## src/hdl/mar_pkg.sv

```systemverilog
package mar_pkg;

  // field widths
  localparam int DATA_W  = 32;
  localparam int IDX_W   = 4;
  localparam int ANG_W   = 16;
  localparam int OP_W    = 3;
  localparam int ELEMS   = 16;

  // stream packing
  localparam int IN_TDATA_W  = 152;
  localparam int OUT_TDATA_W = 40;

  // internal widths
  localparam int TRIG_W  = 18;   // sine and cosine, Q2.16
  localparam int UNIT_W  = 18;   // unit axis components, Q2.16
  localparam int RM_W    = 20;   // rotation matrix entries
  localparam int ACC_W   = 56;   // dot product accumulator, Q32
  localparam int MUL_W   = 33;   // shared multiplier operand
  localparam int PROD_W  = 2 * MUL_W;
  localparam int LSQ_W   = 64;   // squared axis length
  localparam int CZ_W    = 33;   // cordic x, y, z registers
  localparam int RED_W   = 13;   // reduced angle, up to 90 degrees in Q10.6
  localparam int QUO_W   = 18;   // quotient bits of the axis divide

  localparam int CORDIC_ITER_DEF = 16;

  // angle constants in Q10.6 degrees
  localparam int DEG360      = 23040;
  localparam int DEG180      = 11520;
  localparam int DEG90       = 5760;
  localparam int RAD_PER_DEG = 292818;     // Q2.30 radians per Q10.6 degree
  localparam int CORDIC_X0   = 652032874;  // inverse gain, Q30

  localparam logic signed [DATA_W-1:0] ONE_Q16 = 32'sd65536;

  typedef enum logic [OP_W-1:0] {
    OP_LOAD  = 3'd0,
    OP_AXIS  = 3'd1,
    OP_ROT_X = 3'd2,
    OP_ROT_Y = 3'd3,
    OP_ROT_Z = 3'd4,
    OP_READ  = 3'd5
  } op_t;

  typedef struct packed {
    logic signed [TRIG_W-1:0] sin_v;
    logic signed [TRIG_W-1:0] cos_v;
  } trig_t;

  typedef struct packed {
    logic signed [UNIT_W-1:0] x;
    logic signed [UNIT_W-1:0] y;
    logic signed [UNIT_W-1:0] z;
  } unit_vec_t;

  // arctangent of 2^-i in Q30 radians
  function automatic logic signed [CZ_W-1:0] atan_q30(input logic [4:0] i);
    logic signed [CZ_W-1:0] v;
    begin
      case (i)
        5'd0:  v = 33'sd843314856;
        5'd1:  v = 33'sd497837829;
        5'd2:  v = 33'sd263043836;
        5'd3:  v = 33'sd133525158;
        5'd4:  v = 33'sd67021686;
        5'd5:  v = 33'sd33543515;
        5'd6:  v = 33'sd16775850;
        5'd7:  v = 33'sd8388437;
        5'd8:  v = 33'sd4194282;
        5'd9:  v = 33'sd2097149;
        5'd10: v = 33'sd1048575;
        5'd11: v = 33'sd524287;
        5'd12: v = 33'sd262143;
        5'd13: v = 33'sd131071;
        5'd14: v = 33'sd65535;
        5'd15: v = 33'sd32767;
        5'd16: v = 33'sd16383;
        5'd17: v = 33'sd8191;
        5'd18: v = 33'sd4095;
        5'd19: v = 33'sd2047;
        5'd20: v = 33'sd1023;
        5'd21: v = 33'sd511;
        5'd22: v = 33'sd255;
        5'd23: v = 33'sd127;
        5'd24: v = 33'sd63;
        5'd25: v = 33'sd31;
        5'd26: v = 33'sd15;
        5'd27: v = 33'sd7;
        5'd28: v = 33'sd3;
        5'd29: v = 33'sd1;
        default: v = '0;
      endcase
      return v;
    end
  endfunction

endpackage

```

## src/hdl/mar_norm.sv

```systemverilog
module mar_norm (
  input  logic                              clk,
  input  logic                              rst_n,
  input  logic                              start,
  input  logic [mar_pkg::LSQ_W-1:0]         lsq,
  input  logic signed [mar_pkg::DATA_W-1:0] axis_x,
  input  logic signed [mar_pkg::DATA_W-1:0] axis_y,
  input  logic signed [mar_pkg::DATA_W-1:0] axis_z,
  output logic                              done,
  output mar_pkg::unit_vec_t                unit
);
  import mar_pkg::*;

  localparam int LEN_W = LSQ_W / 2;

  typedef enum logic [1:0] {N_IDLE, N_SQRT, N_DINIT, N_DIV} nstate_t;

  nstate_t              state_r;
  logic [4:0]           cnt_r;
  logic [1:0]           comp_r;
  logic [LSQ_W-1:0]     src_r;
  logic [LEN_W:0]       rem_r;
  logic [LEN_W-1:0]     res_r;
  logic [DATA_W-1:0]    mag_r [3];
  logic [2:0]           neg_r;
  logic [LEN_W:0]       drem_r;
  logic [QUO_W-1:0]     dsh_r;
  logic [QUO_W-1:0]     q_r;
  logic                 done_r;
  unit_vec_t            unit_r;

  // magnitudes of the axis components
  function automatic logic [DATA_W-1:0] mag_of(input logic signed [DATA_W-1:0] v);
    return v[DATA_W-1] ? (~v + 1'b1) : v;
  endfunction

  // square root digit step
  logic [LEN_W+1:0] sq_sh, sq_trial;
  always_comb begin
    sq_sh    = {rem_r[LEN_W-1:0], src_r[LSQ_W-1:LSQ_W-2]};
    sq_trial = {res_r, 2'b01};
  end

  // divide setup and step
  logic [DATA_W+15:0] num;
  logic [LEN_W:0]     dv_sh;
  logic [QUO_W-1:0]   q_fin;
  logic signed [UNIT_W-1:0] u_fin;
  always_comb begin
    num   = {mag_r[comp_r], 16'b0} + {17'b0, res_r[LEN_W-1:1]};
    dv_sh = {drem_r[LEN_W-1:0], dsh_r[QUO_W-1]};
    q_fin = {q_r[QUO_W-2:0], (dv_sh >= {1'b0, res_r})};
    u_fin = neg_r[comp_r] ? -$signed(UNIT_W'(q_fin)) : $signed(UNIT_W'(q_fin));
  end

  always_ff @(posedge clk) begin
    if (!rst_n) begin
      state_r <= N_IDLE;
      done_r  <= 1'b0;
      cnt_r   <= '0;
      comp_r  <= '0;
    end else begin
      done_r <= 1'b0;
      case (state_r)
        N_IDLE: begin
          if (start) begin
            src_r    <= lsq;
            rem_r    <= '0;
            res_r    <= '0;
            cnt_r    <= '0;
            mag_r[0] <= mag_of(axis_x);
            mag_r[1] <= mag_of(axis_y);
            mag_r[2] <= mag_of(axis_z);
            neg_r    <= {axis_z[DATA_W-1], axis_y[DATA_W-1], axis_x[DATA_W-1]};
            state_r  <= N_SQRT;
          end
        end
        N_SQRT: begin
          if (sq_sh >= sq_trial) begin
            rem_r <= (LEN_W+1)'(sq_sh - sq_trial);
            res_r <= {res_r[LEN_W-2:0], 1'b1};
          end else begin
            rem_r <= (LEN_W+1)'(sq_sh);
            res_r <= {res_r[LEN_W-2:0], 1'b0};
          end
          src_r <= {src_r[LSQ_W-3:0], 2'b00};
          cnt_r <= cnt_r + 1'b1;
          if (cnt_r == 5'(LEN_W - 1)) begin
            comp_r  <= '0;
            state_r <= N_DINIT;
          end
        end
        N_DINIT: begin
          drem_r  <= {{(LEN_W+1-(DATA_W+16-QUO_W)){1'b0}}, num[DATA_W+15:QUO_W]};
          dsh_r   <= num[QUO_W-1:0];
          q_r     <= '0;
          cnt_r   <= '0;
          state_r <= N_DIV;
        end
        N_DIV: begin
          if (dv_sh >= {1'b0, res_r}) begin
            drem_r <= dv_sh - {1'b0, res_r};
          end else begin
            drem_r <= dv_sh;
          end
          q_r   <= q_fin;
          dsh_r <= {dsh_r[QUO_W-2:0], 1'b0};
          cnt_r <= cnt_r + 1'b1;
          if (cnt_r == 5'(QUO_W - 1)) begin
            case (comp_r)
              2'd0:    unit_r.x <= u_fin;
              2'd1:    unit_r.y <= u_fin;
              default: unit_r.z <= u_fin;
            endcase
            if (comp_r == 2'd2) begin
              done_r  <= 1'b1;
              state_r <= N_IDLE;
            end else begin
              comp_r  <= comp_r + 1'b1;
              state_r <= N_DINIT;
            end
          end
        end
        default: begin
          state_r <= N_IDLE;
        end
      endcase
    end
  end

  assign done = done_r;
  assign unit = unit_r;

endmodule

```

## config.mk

```make
export PLATFORM = sky130hd
export DESIGN_NAME = mar_norm
export DESIGN_NICKNAME = d
export VERILOG_FILES = /design/src/hdl/mar_pkg.sv /design/src/hdl/mar_norm.sv
export SDC_FILE = /design/constraint.sdc
export NUM_CORES = 1
export LEC_CHECK = 0
export BUFFER_PORTS_ARGS = -buffer_cell sky130_fd_sc_hd__buf_2
export CAP_MARGIN = 40
export CORE_MARGIN = 4
export CORE_UTILIZATION = 65
export CTS_CLUSTER_SIZE = 12
export DETAILED_ROUTE_END_ITERATION = 10
export PLACE_DENSITY = 0.95
export SLEW_MARGIN = 20
export SYNTH_ARGS = -nofsm -noshare
export SYNTH_HDL_FRONTEND = slang
export SYNTH_SLANG_ARGS = --single-unit
```

## constraint.sdc

```tcl
create_clock -name clk -period 17.4 [get_ports clk]
set_input_delay 5.22 -clock clk [delete_from_list [all_inputs] [get_ports clk]]
set_output_delay 5.22 -clock clk [all_outputs]
set_load 0.05 [all_outputs]
```

# Word level (Yosys, flattened, before mapping)
# Memory sizes are Yosys's and may differ from the RTL's. A register that Yosys moved wholly into a read port is not among the register bits.
# Cells that the tools add are included.
# W data, S select, Z words.
# totals
ramBits	96
mem_count	1
word_cells	94
in_bits	163
ff_bits	262
out_inout_bits	55
# classes
n_addsub	9
n_mux	36
order_cmp	3
bitwise	4
n_eq_ne	11
n_reduce_logical	16
# memory_table
name	words	width	read_ports	rd_clocked_by_memory_dff	write_ports	line_no	text
mag_r	3	32	1	1	3	mar_norm.sv:24	logic [DATA_W-1:0] mag_r [3];
# ops
cell	n
$mux W32	7
$pmux W32 S2	3
$pmux W64 S2	1
$add A32 B1 Y32 const B	3
$not A32 Y32	3
$mux W64	1
$sub A32 B32 Y32	2
$add A48 B31 Y48	1
$pmux W18 S2	1
$ge A34 B34 Y1	1
$pmux W17 S2	1
$ge A33 B32 Y1	1
$mux W18	1
$mux W2	9
$neg A18 Y18	1
$reduce_and A4 Y1	4
$pmux W5 S3	1
$reduce_and A3 Y1	4
$eq A5 B5 Y1 const B	2
$ne A2 B2 Y1 const B	4
$pmux W2 S4	1
$mux W1	7
$eq A2 B2 Y1 const B	3
$reduce_bool A2 Y1	3
other kinds (11)	14

# Logic depth before layout (Yosys ltp)
# depth
ltp_word	6
depth_mapped	19
depth_no_buf	14

# Least setup slack after synthesis
# OpenSTA, ideal clock, no wires.
# synth_timing
kind	input port to flip-flop
from	in rst_n
to	mem mag_r[0][0], enable pin
required_time_ns	16.732
arrival_ns	11.765
setup_ns	0.668
cell_stages	2
path_buffers	0
slack_ns	4.967
cell_sequence	nand2_1 > nor3_1
# synth_rtl
item	line_no	text
from (decl)	mar_norm.sv:3	input logic rst_n,
to (decl)	mar_norm.sv:24	

==> metrics <==
status=completed; ANT cells=0; number of enable flip-flop cells after synthesis=around 350; sequential share of the synthesized area=0.5113; Slowest-stage cell, CP=or4_1; global-route wire length before repair=85030 um; Post-synth ARST share=0; WL/cell=20.30 um; DP Worst Slack=9406 ps; fin crit period=7474 ps; via count=17.14k; GRT Overall Usage=0.2946; effective utilization at floorplan=0.6609; synth top area cells=edfxtp_1 50%, nand2_1 5.9%, ha_1 5.5%; worst reg-to-reg setup slack=13010 ps; RSZ-0062 raised after global routing=no; Req. time, crit path=approximately 18000 ps; Worst Skew=14.83 ps; die width=187.3 um; worst skew pair latency=530 ps; DP HPWL=37850 um; Post-Synthesis Cells=2029; Synth Flop Type=edfxtp_1; DR WL met3=roughly 5000 um; Hold WS=~500 ps; pwr/cell area=around 90 nW/um2; reg2reg end=unit[12]; CTS Buffer Depth=3; Setup TNS=0 ps; post-synth top area cell=edfxtp_1; Setup crit start kind=input port; Ports=218; CTS Sinks=360; Area growth syn-to-layout=12.85%; Worst VDD drop=0.00006161 V; worst min path class=flop to flop; drt total wl=approximately 54000 um; antenna violations before repair=0; Clock Pin Slew Worst Setup and Hold Paths=60 ps; top cell type's share of synthesized area=0.4998; DRT antenna net count=0; Avg Inst Size Synth=10.30 um2; DRT Pass-1 Iters=7; CP peak stage delay=just under 600 ps; H-tree levels=2; Synth cell types=just over 80; final worst slack=9926 ps; DR top layer=met4; number of I/O port buffers=217; ratio of final minimum period to clock period=0.4295; Crit path max-delay family=simple AND/OR/NAND/NOR gates; most common cell after layout, fill and taps aside=edfxtp_1; headroom to the max-slew limit=0.4457; postcts setup bufs=0; Vias/cell=6.461; R2R Path Start=res_r[1]; CTS Root Cell=clkbuf_16; Max Cap Violations=0; post-synthesis cell area=20910 um2; post-synth net total=2286; post_cts resized=0; routed wl met2=26590 um; Hold Buf Count CTS=0; Seq. cell area=approximately 11000 um2; number of global-route vias before repair=16.54k; yosys warns=0; die height=187.3 um; met1 wire length=roughly 20000 um; Row Count=65; CP Max Fanout=6; area of the multi-input gates=9612 um2; largest net degree at the start of global routing=83; Synth Register Bits=360; CTS Buf Count=38; most frequent cells in the layout=348 x edfxtp_1, 329 x nand2_1, 218 x buf_2, 158 x nor2_1, 131 x xnor2_1; hold endpoint=src_r[47]; final-report hold violation count=0; Fillers=between 1.5k and 2k; grt ovf=0; area of the die=35100 um2; share of cells above drive strength 1=0.1444; FMAX=around 130 MHz; reg2reg path depth=14; core region area=31640 um2; Least-Margin Pin Slew=831.4 ps; DRC=0; Setup crit end kind=flop; Leak=9.053 nW; final setup vio count=0; crit path kind=input port to flop; Placer Congestion=around 0.92; CTS tree=done; critical path, cell by cell=buf_2 > nor4_2 > nand2b_1 > nand2b_1 > or4_1 > or3_1 > or3_1 > o21ai_1 > xnor2_1; min-delay src=src_r[45]; drt initial violations=~2.2k; final-report max-slew violation count=0; Hold Path Depth=2; CP bufs+invs=1; Worst EP arrival=approximately 7800 ps; net count reported at finish=2484
==> flip-flops by register name, indices dropped and copies added (netlist names), named ones only <==
register  cells
cnt_r         5
comp_r        2
done          1
drem_r       32
dsh_r        18
mag_r        96
neg_r         3
q_r          17
rem_r        32
res_r        32
src_r        64
state_r       2
unit         54
==> how the worst max path moves through the flow <==
| stage | slack (ps) | to | cells after the start | from |
|---|---|---|---|---|
| 2_1_floorplan | 4970 | mag_r[0][0] | 2 | rst_n |
| 3_3_place_gp | 9570 | mag_r[2][28] | 9 | axis_z[5] |
| 3_5_place_dp | 9410 | mag_r[2][30] | 9 | axis_z[5] |
| 4_1_cts | 9950 | mag_r[2][30] | 9 | axis_z[5] |
| 5_1_grt | 9800 | mag_r[2][30] | 9 | axis_z[5] |
| 6_report | 9930 | mag_r[2][30] | 9 | axis_z[5] |
==> layout make-up <==
cell class | count | area share
clock inverter | 10 | 0.002917
sequential | 360 | 0.4532
multi-input combinational | 1503 | 0.4074
timing repair buffer | 242 | 0.05891
clock buffer | 54 | 0.04327
inverter | 82 | 0.01304
tap | 402 | 0.02132
==> layer usage <==
layer | GRT usage | up-vias
met5 | 0 | -
met1 | 0.3824 | 8118
met4 | 0.1010 | 0
met2 | 0.5099 | 1027
met3 | 0.04386 | 176
li1 | - | 7821
==> cell families (layout without fill, tap and decap cells) <==
kind of cell,Yosys count,count (layout),synth area share
compound gates,417,417,0.1291
xor+xnor,168,168,0.07038
fa+ha+maj,94,94,0.05697
buf+inv,166,388,0.03160
flops,360,360,0.5113
mux,66,66,0.03214
simple gates,758,758,0.1685
==> stage by stage <==
stage	std cells	utilization	power, W	area (um2)
final	2653	0.7458	0.002128	23600
after CTS	2648	0.7428	0.002118	23500
after global routing	2653	0.7458	0.002204	23600
after global placement	2580	0.7056	0.001366	22320
after detailed placement	2584	0.7083	0.001389	22410
after floorplan	2029	-	0.001284	20910
==> synthesized netlist by cell type, types with 4 or more instances <==
cell type,instances
o21ai_1,42
o31a_1,8
o21ai_0,85
buf_4,4
o31ai_1,29
xor2_1,37
o22ai_1,5
a21oi_1,81
nor4_1,23
o21bai_1,10
clkbuf_1,58
ha_1,92
nor3_1,31
and2_1,13
o221ai_1,7
xnor2_1,131
o211ai_1,12
o21a_1,22
mux2_2,5
o41ai_1,11
nor3b_1,4
or2_2,8
or4_1,14
a21boi_0,4
or3_1,24
a31oi_1,21
buf_1,9
nor2_1,158
nor2b_1,17
inv_1,78
dfxtp_1,12
and3_1,22
nand4_1,26
mux2i_1,57
buf_2,12
nand2b_1,21
nand3b_1,5
nand3_1,44
nand2_1,329
edfxtp_1,348
a211oi_1,21
mux2_1,4
a221oi_1,5
a21o_1,17
a311oi_1,5
==> worst min-delay path: cells and delay by family (launching register included) <==
family	cells	cell delay [ps]
flops	1	320
simple gates	2	90
==> power by group <==
group          switching [W]  leakage (nW)  total [W]  internal [W]
registers          0.0000150          3.37    0.00102       0.00100
clock network       0.000331         0.528   0.000740      0.000409
logic               0.000227          5.16   0.000370      0.000143
total               0.000573          9.05    0.00213       0.00155
Power figures use the tool's default switching activity.
