<file path="src/hdl/mar_pkg.sv">
package mar_pkg;

  // field widths
  localparam int DATA_W  = 32;
  localparam int IDX_W   = 4;
  localparam int ANG_W   = 16;
  localparam int OP_W    = 3;
  localparam int ELEMS   = 16;

  // stream packing
  localparam int IN_TDATA_W  = 152;
  localparam int OUT_TDATA_W = 40;

  // internal widths
  localparam int TRIG_W  = 18;   // sine and cosine, Q2.16
  localparam int UNIT_W  = 18;   // unit axis components, Q2.16
  localparam int RM_W    = 20;   // rotation matrix entries
  localparam int ACC_W   = 56;   // dot product accumulator, Q32
  localparam int MUL_W   = 33;   // shared multiplier operand
  localparam int PROD_W  = 2 * MUL_W;
  localparam int LSQ_W   = 64;   // squared axis length
  localparam int CZ_W    = 33;   // cordic x, y, z registers
  localparam int RED_W   = 13;   // reduced angle, up to 90 degrees in Q10.6
  localparam int QUO_W   = 18;   // quotient bits of the axis divide

  localparam int CORDIC_ITER_DEF = 16;

  // angle constants in Q10.6 degrees
  localparam int DEG360      = 23040;
  localparam int DEG180      = 11520;
  localparam int DEG90       = 5760;
  localparam int RAD_PER_DEG = 292818;     // Q2.30 radians per Q10.6 degree
  localparam int CORDIC_X0   = 652032874;  // inverse gain, Q30

  localparam logic signed [DATA_W-1:0] ONE_Q16 = 32'sd65536;

  typedef enum logic [OP_W-1:0] {
    OP_LOAD  = 3'd0,
    OP_AXIS  = 3'd1,
    OP_ROT_X = 3'd2,
    OP_ROT_Y = 3'd3,
    OP_ROT_Z = 3'd4,
    OP_READ  = 3'd5
  } op_t;

  typedef struct packed {
    logic signed [TRIG_W-1:0] sin_v;
    logic signed [TRIG_W-1:0] cos_v;
  } trig_t;

  typedef struct packed {
    logic signed [UNIT_W-1:0] x;
    logic signed [UNIT_W-1:0] y;
    logic signed [UNIT_W-1:0] z;
  } unit_vec_t;

  // arctangent of 2^-i in Q30 radians
  function automatic logic signed [CZ_W-1:0] atan_q30(input logic [4:0] i);
    logic signed [CZ_W-1:0] v;
    begin
      case (i)
        5'd0:  v = 33'sd843314856;
        5'd1:  v = 33'sd497837829;
        5'd2:  v = 33'sd263043836;
        5'd3:  v = 33'sd133525158;
        5'd4:  v = 33'sd67021686;
        5'd5:  v = 33'sd33543515;
        5'd6:  v = 33'sd16775850;
        5'd7:  v = 33'sd8388437;
        5'd8:  v = 33'sd4194282;
        5'd9:  v = 33'sd2097149;
        5'd10: v = 33'sd1048575;
        5'd11: v = 33'sd524287;
        5'd12: v = 33'sd262143;
        5'd13: v = 33'sd131071;
        5'd14: v = 33'sd65535;
        5'd15: v = 33'sd32767;
        5'd16: v = 33'sd16383;
        5'd17: v = 33'sd8191;
        5'd18: v = 33'sd4095;
        5'd19: v = 33'sd2047;
        5'd20: v = 33'sd1023;
        5'd21: v = 33'sd511;
        5'd22: v = 33'sd255;
        5'd23: v = 33'sd127;
        5'd24: v = 33'sd63;
        5'd25: v = 33'sd31;
        5'd26: v = 33'sd15;
        5'd27: v = 33'sd7;
        5'd28: v = 33'sd3;
        5'd29: v = 33'sd1;
        default: v = '0;
      endcase
      return v;
    end
  endfunction

endpackage

</file>
<file path="src/hdl/mar_cordic.sv">
module mar_cordic #(
  parameter int ITERATIONS = mar_pkg::CORDIC_ITER_DEF
) (
  input  logic                             clk,
  input  logic                             rst_n,
  input  logic                             start,
  input  logic signed [mar_pkg::ANG_W-1:0] angle,
  output logic                             trig_valid,
  output mar_pkg::trig_t                   trig
);
  import mar_pkg::*;

  localparam int IW = $clog2(ITERATIONS);

  typedef enum logic [1:0] {C_IDLE, C_LOAD, C_ITER, C_FIN} cstate_t;

  cstate_t                  state_r;
  logic [IW-1:0]            i_r;
  logic [RED_W-1:0]         red_r;
  logic                     neg_both_r;
  logic                     neg_cos_r;
  logic signed [CZ_W-1:0]   x_r, y_r, z_r;
  logic                     valid_r;
  trig_t                    trig_r;

  // angle reduction into the first quadrant
  logic signed [ANG_W+1:0]  a_ext, a_p1, a_p2, a_m1, r0, r1;
  logic                     nb, ncs;
  logic [RED_W-1:0]         r2;

  always_comb begin
    a_ext = (ANG_W+2)'(angle);
    a_p1  = a_ext + (ANG_W+2)'(DEG360);
    a_p2  = a_ext + (ANG_W+2)'(2 * DEG360);
    a_m1  = a_ext - (ANG_W+2)'(DEG360);
    if (a_ext < 0) begin
      r0 = (a_p1 < 0) ? a_p2 : a_p1;
    end else begin
      r0 = (a_ext >= (ANG_W+2)'(DEG360)) ? a_m1 : a_ext;
    end
    nb = (r0 >= (ANG_W+2)'(DEG180));
    r1 = nb ? (r0 - (ANG_W+2)'(DEG180)) : r0;
    ncs = (r1 > (ANG_W+2)'(DEG90));
    r2 = ncs ? RED_W'((ANG_W+2)'(DEG180) - r1) : RED_W'(r1);
  end

  // one rotation step
  logic signed [CZ_W-1:0] xs, ys, at;
  logic signed [CZ_W-1:0] xr, yr;

  always_comb begin
    xs = x_r >>> i_r;
    ys = y_r >>> i_r;
    at = atan_q30(5'(i_r));
    xr = (x_r + CZ_W'(8192)) >>> 14;
    yr = (y_r + CZ_W'(8192)) >>> 14;
  end

  // sequencer and rotation registers
  always_ff @(posedge clk) begin
    if (!rst_n) begin
      state_r <= C_IDLE;
      valid_r <= 1'b0;
      i_r     <= '0;
    end else if (start) begin
      red_r      <= r2;
      neg_both_r <= nb;
      neg_cos_r  <= ncs;
      valid_r    <= 1'b0;
      state_r    <= C_LOAD;
    end else begin
      case (state_r)
        C_LOAD: begin
          x_r     <= CZ_W'(CORDIC_X0);
          y_r     <= '0;
          z_r     <= $signed({{(CZ_W-RED_W){1'b0}}, red_r}) * CZ_W'(RAD_PER_DEG);
          i_r     <= '0;
          state_r <= C_ITER;
        end
        C_ITER: begin
          if (z_r >= 0) begin
            x_r <= x_r - ys;
            y_r <= y_r + xs;
            z_r <= z_r - at;
          end else begin
            x_r <= x_r + ys;
            y_r <= y_r - xs;
            z_r <= z_r + at;
          end
          i_r <= i_r + 1'b1;
          if (i_r == IW'(ITERATIONS - 1)) begin
            state_r <= C_FIN;
          end
        end
        C_FIN: begin
          trig_r.cos_v <= (neg_cos_r ^ neg_both_r) ? -TRIG_W'(xr) : TRIG_W'(xr);
          trig_r.sin_v <= neg_both_r ? -TRIG_W'(yr) : TRIG_W'(yr);
          valid_r      <= 1'b1;
          state_r      <= C_IDLE;
        end
        default: begin
          state_r <= C_IDLE;
        end
      endcase
    end
  end

  assign trig_valid = valid_r;
  assign trig       = trig_r;

endmodule

</file>
<file path="config.mk">
export PLATFORM = sky130hd
export DESIGN_NAME = mar_cordic
export DESIGN_NICKNAME = d
export VERILOG_FILES = /design/src/hdl/mar_pkg.sv /design/src/hdl/mar_cordic.sv
export SDC_FILE = /design/constraint.sdc
export NUM_CORES = 1
export LEC_CHECK = 0
export ABC_AREA = 1
export BUFFER_PORTS_ARGS = -buffer_cell sky130_fd_sc_hd__buf_4
export CAP_MARGIN = 15
export CORE_MARGIN = 10
export CORE_UTILIZATION = 61
export DETAILED_ROUTE_END_ITERATION = 6
export PLACE_DENSITY = 0.78
export SETUP_SLACK_MARGIN = 0.1
export SLEW_MARGIN = 20
export SYNTH_ARGS = -nofsm -noshare
export SYNTH_HDL_FRONTEND = slang
export SYNTH_SLANG_ARGS = --single-unit
</file>
<file path="constraint.sdc">
create_clock -name clk -period 15.9 [get_ports clk]
set_input_delay 3.18 -clock clk [delete_from_list [all_inputs] [get_ports clk]]
set_output_delay 3.18 -clock clk [all_outputs]
set_load 0.05 [all_outputs]
</file>
Yosys cells after proc, flatten, opt, wreduce, memory -nomap -nowiden
Memories as Yosys holds them, arrays and structs flattened. A register that Yosys moved wholly into a read port is not among the register bits.
Index checks and enable logic that the tools add are counted.
Widths: inputs -> output; s select.

storage, ports and cells
  bits in read-only memories = 480
  memories kept = 1
  bits of input ports = 19
  output and inout port bits = 37
  register bits after elaboration = 157

operators by class
  bitwise logic cells = 3
  mux-type cells = 19
  shifts and indexed selects = 2
  $mul = 1
  $lt $le $gt $ge = 6
  add/subtract/negate cells = 16
  reduce and logical (&&, ||, !) cells = 6
  eq/ne operators = 6

memories
  memory            depth  width  rd ports  clocked after memory_dff  write ports  line           text
  (name not given)  16     30     1         1                         0            mar_pkg.sv:61  case (i)

operators by type and width
  kind                    count
  $pmux 33 s2             3
  $mux 18                 6
  $add 33x33->33          3
  $mux 33                 3
  $sub 33x33->33          3
  $sshr 33x4->33          2
  $add 32x15->32 const B  2
  $neg 18->18             2
  $ge 33x1->1 const B     1
  $mul 13x18->31 const B  1
  $add 16x17->18 const B  1
  $ge 18x15->1 const B    1
  $gt 18x14->1 const B    1
  $sub 18x15->18 const B  1
  $add 16x16->17 const B  1
  $lt 17x1->1 const B     1
  $sub 16x16->17 const B  1
  $ge 16x16->1 const B    1
  $lt 16x1->1 const B     1
  $mux 13                 1
  $sub 13x13->13 const A  1
  $mux 4                  2
  $pmux 4 s2              1
  $reduce_and 3->1        2
  14 further kinds        17

Logic depth before layout (Yosys ltp)
Gate-level depths: netlist of the first run.

  word-level depth = 8
  depth in mapped cells = 33
  mapped depth without buffers = 31

Worst setup path before layout of the first run
OpenSTA, ideal clock, no wires.

  kind = input -> register
  from = input port start
  to = register x_r[0] (enable)
  slack = 7.667 ns
  buffers on the path = 0
  stages = 3
  arrival = 7.675 ns
  cell sequence = nor2_1 inv_1 nor2_1

between the ends
  longest elaborated chain between the ends = 2

RTL lines
  item                        line              text
  start, declared             mar_cordic.sv:6   input logic start,
  $not 1->1 (no line)         n/a
  $reduce_and 3->1 (no line)  n/a
  end signal, assigned        mar_cordic.sv:74  x_r <= CZ_W'(CORDIC_X0);
  end signal, assigned        mar_cordic.sv:82  x_r <= x_r - ys;
  end signal, assigned        mar_cordic.sv:86  x_r <= x_r + ys;
  end, declared               mar_cordic.sv:22  logic signed [CZ_W-1:0] x_r, y_r, z_r;

No other way between the ends.
A chain may end at the register's enable or synchronous reset.

Final worst setup path of the first run
  from = register i_r[1]
  to = register x_r[31], data pin

between the ends
  longest elaborated chain between the ends = 4

RTL lines
  item                                                     line                                text
  start, declared                                          mar_cordic.sv:18                    logic [IW-1:0] i_r;
  start signal, assigned                                   mar_cordic.sv:90                    i_r <= i_r + 1'b1;
  $sshr 33x4->33 *                                         mar_cordic.sv:53                    ys = y_r >>> i_r;
  $add 33x33->33 / $sub 33x33->33 (equally long branches)  mar_cordic.sv:86, mar_cordic.sv:82
  $mux 33 *                                                mar_cordic.sv:81                    if (z_r >= 0) begin
  $pmux 33 s2 *                                            mar_cordic.sv:72                    case (state_r)

Every way passes the cells marked *; elsewhere a longest branch is shown, timed or not.

==> impl_results.md, run 1 <==
* Final Setup Violations at 0
* Core area at 0.03749 mm^2
* Nets at between 3,000 and 4,000
* Total power at 5189 uW
* Placed cell areas at roughly 0.024 mm^2
* RePlAce Congestion at 0.9885
* Post-synth EDFFs at 150
* ANT cells at 0
* Footprint of the multi-input gates at approximately 0.016 mm^2
* Max Freq at 0.1607 GHz
* CTS Buf Count at 17
* Slew of the pin with the lowest slew margin at 1.027 ns
* Routed wire length at a little over 60,000 um
* Clk buf depth at 2
* Synth Area in Simple Gates at 23.97%
* Global-route wire length before repair at between 100,000 and 150,000 um
* Die width at between 200 and 250 um
* Post-synth ARST share at 0%
* Vias per cell at 5.699
* PostCTS Resize Cnt at 0
* R2R cell count at 23
* Post-Synth Adder-Cell Area at 18.56%
* Post-CTS Hold Buffers at 0
* Reg-to-Reg Start: i_r[1]
* Yosys top cell area share at 19.56%
* RSZ-0062 raised after global routing: no
* GRT overflow at 0
* Initial antenna violation count at 0
* Die area at 0.04593 mm^2
* Setup Buffers After CTS at 0
* Final Hold Fails at 0
* Unique masters post-synth at 62
* Mapped Avg Cell Area at 7.001 um^2
* Yosys top cell by area: edfxtp_1
* Normalized max-slew margin at 31.47%
* Critical path class: reg -> reg
* R2R Setup Slk at 9.68 ns
* Clk sinks at 186
* Initial Util at 61.44%
* Max-Cap Viols at 0
* Syn-to-layout area delta at 6.166%
* Vias in the first global route at 21,040
* Syn_nets at around 3,600
* Share of cells above drive strength 1 at 5.356%
* Crit-path max FO at 58
* WHS at 0.4937 ns
* Hold path cells at 2
* Clock Latency Late Sink at 0.50 ns
* # DRC at 0
* Setup TNS at 0 ns
* XOR/XNOR Fraction of Synth Area at roughly 7.0%
* Min Clock Period, post-route at 6.222 ns
* GRT Overall Usage at 26.89%
* Syn. warnings at 0
* Compound-Gate Fraction of Synth Area at 16.60%
* Worst Path Arrival at 6.47 ns
* CP required at roughly 16 ns
* Final Instance Area at approximately 0.024 mm^2
* FP Rows at 71
* Antenna-violating nets left at 0
* Largest family of logic cells by synthesized area: simple AND/OR/NAND/NOR gates
* Largest net degree at the start of global routing at 67
* CTS tree: yes
* Period utilization at 39.13%
* Peak VDD IR at 652.4 uV
* Status: completed
* Routed WL per cell at approximately 16 um
* DP Wirelength at between 40,000 and 50,000 um
* Mapped cell area at 0.02303 mm^2
* Clock Tree Root: clkbuf_16
* PwrDens at roughly 210 mW/mm^2
* Synthesized flop and latch total at around 190
* Layout fillers at 3,427
* Top-Level Pins at 56
* CP endpoint kind: flip-flop
* Multiplexer share of the synthesized area at about 1.2%
* Worst Clk Skew at between 0.015 and 0.02 ns
* Final slew viol count at 0
* Clock-pin slew on the worst setup and hold paths at 0.09 ns
* Syn Inst Count at between 3,000 and 4,000
* Worst Min Path Start: trig_valid
* Die height at 214.3 um
* # H-tree levels at 4
* First-pass detailed-route iteration total at 6
* Hold path endpoint: trig_valid
* Seq/Total Area, Yosys at between 20% and 30%
* Largest cells by area after synthesis: edfxtp_1 (20%), nand2_1 (12%), ha_1 (12%), inv_1 (8.1%), fa_1 (7.0%)
* Pleak at 0.01173 uW
* Hold crit path type: reg -> reg
* Vias after detailed routing at 21,750
* Register Area at approximately 0.0052 mm^2
* RR Endpoint: x_r[31]
* Port-buffer cells at 55
* 1st-iter DRT viols at 1,705
* Startpoint types: flip-flop
* Top_reg_cell synth: edfxtp_1
## registers in the layout (all words and copies together) (netlist names)
register,cells
y_r,33
state_r,2
neg_cos_r,1
at,29
trig,36
trig_valid,1
neg_both_r,1
x_r,33
red_r,13
i_r,4
z_r,33
## cell usage after synthesis, types with 50 or more instances
master,count
nor2_1,248
fa_1,81
a21oi_1,236
inv_1,497
nand4_1,50
nand3_1,136
xor2_1,129
ha_1,212
nand2_1,758
edfxtp_1,150
xnor2_1,55
o21ai_0,304
## layout make-up
type | instances | area share (%)
repair buffers | 70 | 2.282
clock inverters | 15 | 0.6396
inverters | 510 | 7.828
flip-flops and latches | 186 | 21.39
well taps | 511 | 2.615
multi-input cells | 2507 | 63.51
clock buffers | 17 | 1.740
## worst max-delay path by stage
stage	start	to
floorplan	start	x_r[0]
global placement	angle[0]	red_r[12]
detailed placement	angle[0]	red_r[3]
CTS	angle[0]	red_r[3]
global route	i_r[1]	y_r[32]
finish	i_r[1]	x_r[31]
## stage by stage
stage | std cells | util [%] | setup WS (ns)
2_1_floorplan | 3290 | - | 7.667
3_3_place_gp | 3782 | 63.53 | 9.186
3_5_place_dp | 3783 | 63.61 | 9.050
4_1_cts | 3815 | 65.16 | 9.598
5_1_grt | 3816 | 65.23 | 9.017
6_report | 3816 | 65.23 | 9.678
## critical path, stage by stage (launching register included)
cell and delay, ns:
dfxtp_2 0.32, buf_4 0.47, inv_2 0.36, o21ai_0 0.53, mux2i_1 0.19, o21ai_0 0.51, ha_1 0.27, inv_1 0.06
nor2_1 0.19, a21oi_1 0.11, xor2_1 0.30, ha_1 0.34, a21oi_1 0.16, o21ai_0 0.09, inv_1 0.06, nand2_1 0.08
a21boi_0 0.34, o21ai_0 0.22, a21boi_0 0.39, o21ai_0 0.23, a21oi_1 0.34, o21ai_0 0.15, o21ai_0 0.16, nor2_1 0.05
## report_power, final
group | leakage [uW] | internal [uW] | switching, uW | total (uW)
Clock | 0.000279 | 208 | 226 | 434
Sequential | 0.00164 | 735 | 45.0 | 780
Combinational | 0.00981 | 1490 | 2480 | 3970
## per-layer routing
layer / vias to the layer above / wire length [um] / global-route usage (%)
li1: 10890 / - / -
met1: 10090 / 26280 / 32.11
met2: 643 / 31050 / 48.04
met3: 135 / 2845 / 3.329
met4: 0 / 2138 / 10.87
met5: - / 0 / 0
## cells in the final DEF (no fill, tap or decap), types with 5 or more instances in the layout
| cell type | instances |
|---|---|
| nand4_1 | 50 |
| nand2_2 | 8 |
| a221oi_1 | 5 |
| o211ai_1 | 21 |
| a21boi_0 | 8 |
| o21bai_1 | 15 |
| inv_2 | 12 |
| fa_1 | 81 |
| a31oi_1 | 28 |
| clkbuf_16 | 17 |
| nand3_2 | 6 |
| a21oi_1 | 236 |
| nand2_1 | 758 |
| or2_2 | 21 |
| ha_1 | 211 |
| buf_4 | 68 |
| o21ai_1 | 16 |
| dfxtp_1 | 32 |
| mux2i_1 | 25 |
| xor2_1 | 129 |
| o21a_1 | 31 |
| o21ai_0 | 304 |
| xnor2_1 | 55 |
| edfxtp_1 | 150 |
| nor3_1 | 38 |
| nor2_1 | 246 |
| nor4_1 | 13 |
| and2_1 | 5 |
| nor2_2 | 5 |
| inv_1 | 497 |
| o31ai_1 | 7 |
| nand3_1 | 136 |
## logic make-up after synthesis
logic type,Yosys count
and+or+nand+nor,1307
AOI/OAI and AO/OA,696
buffers and inverters,597
adders and majority gates,293
DFF,186
xor gates and xnor gates,184
muxes,27
Power figures use the tool's default switching activity.
==> run 2: changes to the inputs <==
==> constraint.sdc (replaced) <==
create_clock -name clk -period 6.1 [get_ports clk]
set_input_delay 1.22 -clock clk [delete_from_list [all_inputs] [get_ports clk]]
set_output_delay 1.22 -clock clk [all_outputs]
set_load 0.05 [all_outputs]
==> run 2 against run 1 <==
  * Hold slack better by 0.0029 ns
  * Clock skew is 0.0028 ns lower
  * First-iteration DRC count is 13% higher
  * Fmax is 12% higher
  * Wire length is 2.9% higher
  * Register-to-register slack worse by 9.1 ns
  * Total power grew to 2.7 times the previous value
  * Count of clock-buffer cells in the layout stayed put
  * Clock power grew to 2.9 times the previous value
==> impl_results.md, run 2 (same netlist as run 1, synthesis figures left out) <==
* Critical path class: reg -> reg
* Power share of the clock group at under 10%
* Die width at between 200 and 250 um
* Sw power at about 7400 uW
* Clk buf depth at 2
* Initial Util at 61.44%
* Total power at ~14,000 uW
* Sequential power share at ~15%
* Hold crit path type: reg -> reg
* GRT Overall Usage at 27.80%
* Comb power frac at about 76%
* R2R cell count at 23
* Number of flip-flops in the largest register at 36
* CTS Buf Count at 17
* Initial antenna violation count at 0
* Worst Path Arrival at 5.84 ns
* CTS tree: yes
* 1st-iter DRT viols at 1,931
* Switching Share at ~53%
* RSZ-0062 raised after global routing: no
* Startpoint types: flip-flop
* WP depth at 23
* GRT overflow at 0
* Routed wire length at 64,130 um
* Internal at 6421 uW
* Pleak at 0.01186 uW
* Commonest non-fill, non-tap cell in the layout: nand2_1
* Worst Path Buf+Inv at 5
* Crit-path cells: fa_1, inv_1, fa_1, inv_1, fa_1, fa_1, inv_1, fa_1, inv_1, ha_1, nand2_1, nor3_2, nand2_1, o211ai_1, a31oi_1, o21ai_1, inv_1, o21ai_0, nand3_1, nand2_1, a21oi_1, o21ai_0, nand2_1
* Critical path's largest stage delay at 0.70 ns
* RePlAce Congestion at 0.9796
* ANT cells at 0
* Share of cells above drive strength 1 at 5.983%
* Routed WL per cell at 16.71 um
* CP endpoint kind: flip-flop
* Peak VDD IR at 1734 uV
* FP Rows at 71
* Clk sinks at 186
* # DRC at 0
* Clock Tree Root: clkbuf_16
* Vias after detailed routing at between 20,000 and 25,000
* Final slew viol count at 0
* Setup TNS at 0 ns
* CP required at 6.37 ns
* Crit-path max FO at 5
* Footprint of the multi-input gates at 0.01553 mm^2
* Nets at 3,625
* Worst Clk Skew at 0.01482 ns
* Port-buffer cells at between 50 and 60
* Final core utilization at 65.84%
* Final Setup Violations at 0
* Global-route wire length before repair at about 110,000 um
* # H-tree levels at 4
* Status: completed
* Register Area at 0.005230 mm^2
* Antenna-violating nets left at 0
* Vias per cell at between 5 and 6
* Period utilization at 91.25%
* Clock Latency Late Sink at slightly above 0.5 ns
* Normalized max-slew margin at 50.33%
* Syn-to-layout area delta at 7.154%
* DP Wirelength at 51,130 um
* Post-CTS Hold Buffers at 0
* Die area at roughly 0.046 mm^2
* CP max-delay cell: fa_1
* Clock-pin slew on the worst setup and hold paths at 0.09 ns
* CP top delay family: adder cells
* Max-Cap Viols at 0
* PwrDens at 558.8 mW/mm^2
* Final Hold Fails at 0
* Die height at 214.3 um
* Most frequent cells in the layout: nand2_1 (758), inv_1 (497), o21ai_0 (303)
* First-pass detailed-route iteration total at 7
* Hold path cells at 2
* Placement Setup Slack at 0.3753 ns
* Max Freq at ~0.18 GHz
* Top-Level Pins at 56
* Final worst-path setup slack at 0.5335 ns
* WHS at 0.4965 ns
* Vias in the first global route at 21,410
* Layout fillers at 3,437
* Min Clock Period, post-route at 5.566 ns
* Largest net degree at the start of global routing at 81
* Slew of the pin with the lowest slew margin at 0.7433 ns
* Core area at 0.03749 mm^2
-- run 2: changes by cell type in the layout (fill, tap and decap cells not counted), sizes merged --
| cell | delta |
|---|---|
| buf | +21 |
| clkinv | -2 |
| clkinvlp | -2 |
| inv | +4 |
-- run 2: cell type report --
type / count / share of cell area, %
multi-input combinational: 2507 / 62.92
sequential: 186 / 21.19
inverter: 510 / 7.756
timing repair buffer: 91 / 2.915
tap: 511 / 2.590
clock buffer: 17 / 1.724
clock inverter: 15 / 0.9074
-- run 2: through the flow --
step,std cells,area (um^2)
2_1_floorplan,3290,23040
3_3_place_gp,3796,23940
3_5_place_dp,3796,23940
4_1_cts,3828,24580
5_1_grt,3837,24680
6_report,3837,24680
-- run 2: timing repair --
action / CTS / global route
gates resized for setup: 0 / 3
setup buffers: 0 / 8
endpoints found under the setup margin: 0 / 4
-- run 2: layer usage --
| metal | track usage [%] | up-vias | share of wire, % |
|---|---|---|---|
| li1 | - | 10920 | - |
| met1 | 32.74 | 10270 | 41 |
| met2 | 49.63 | 721 | 50 |
| met3 | 3.836 | 139 | 5.1 |
| met4 | 11.82 | 0 | 3.6 |
| met5 | 0 | - | 0 |
-- run 2: final timing paths --
path | start | to | slack (ns)
hold / removal | trig_valid | trig_valid | 0.50
hold reg to reg | trig_valid | trig_valid | 0.50
setup reg to reg | red_r[4] | z_r[25] | 0.53
setup / recovery | red_r[4] | z_r[25] | 0.53
-- run 2: power by group through the flow --
stage | Sequential (uW) | Clock [uW] | Combinational, uW
after floorplan | 2010 | 0 | 7890
after global placement | 2040 | 0 | 10100
after detailed placement | 2050 | 0 | 10400
after CTS | 2020 | 1280 | 10400
after global routing | 2030 | 1320 | 12100
final | 2020 | 1260 | 10500
-- run 2: worst min-delay path, delay by kind of cell, from the launching register on --
family	cells	cell delay [ns]
and+or+nand+nor	2	0.13
DFF	1	0.33
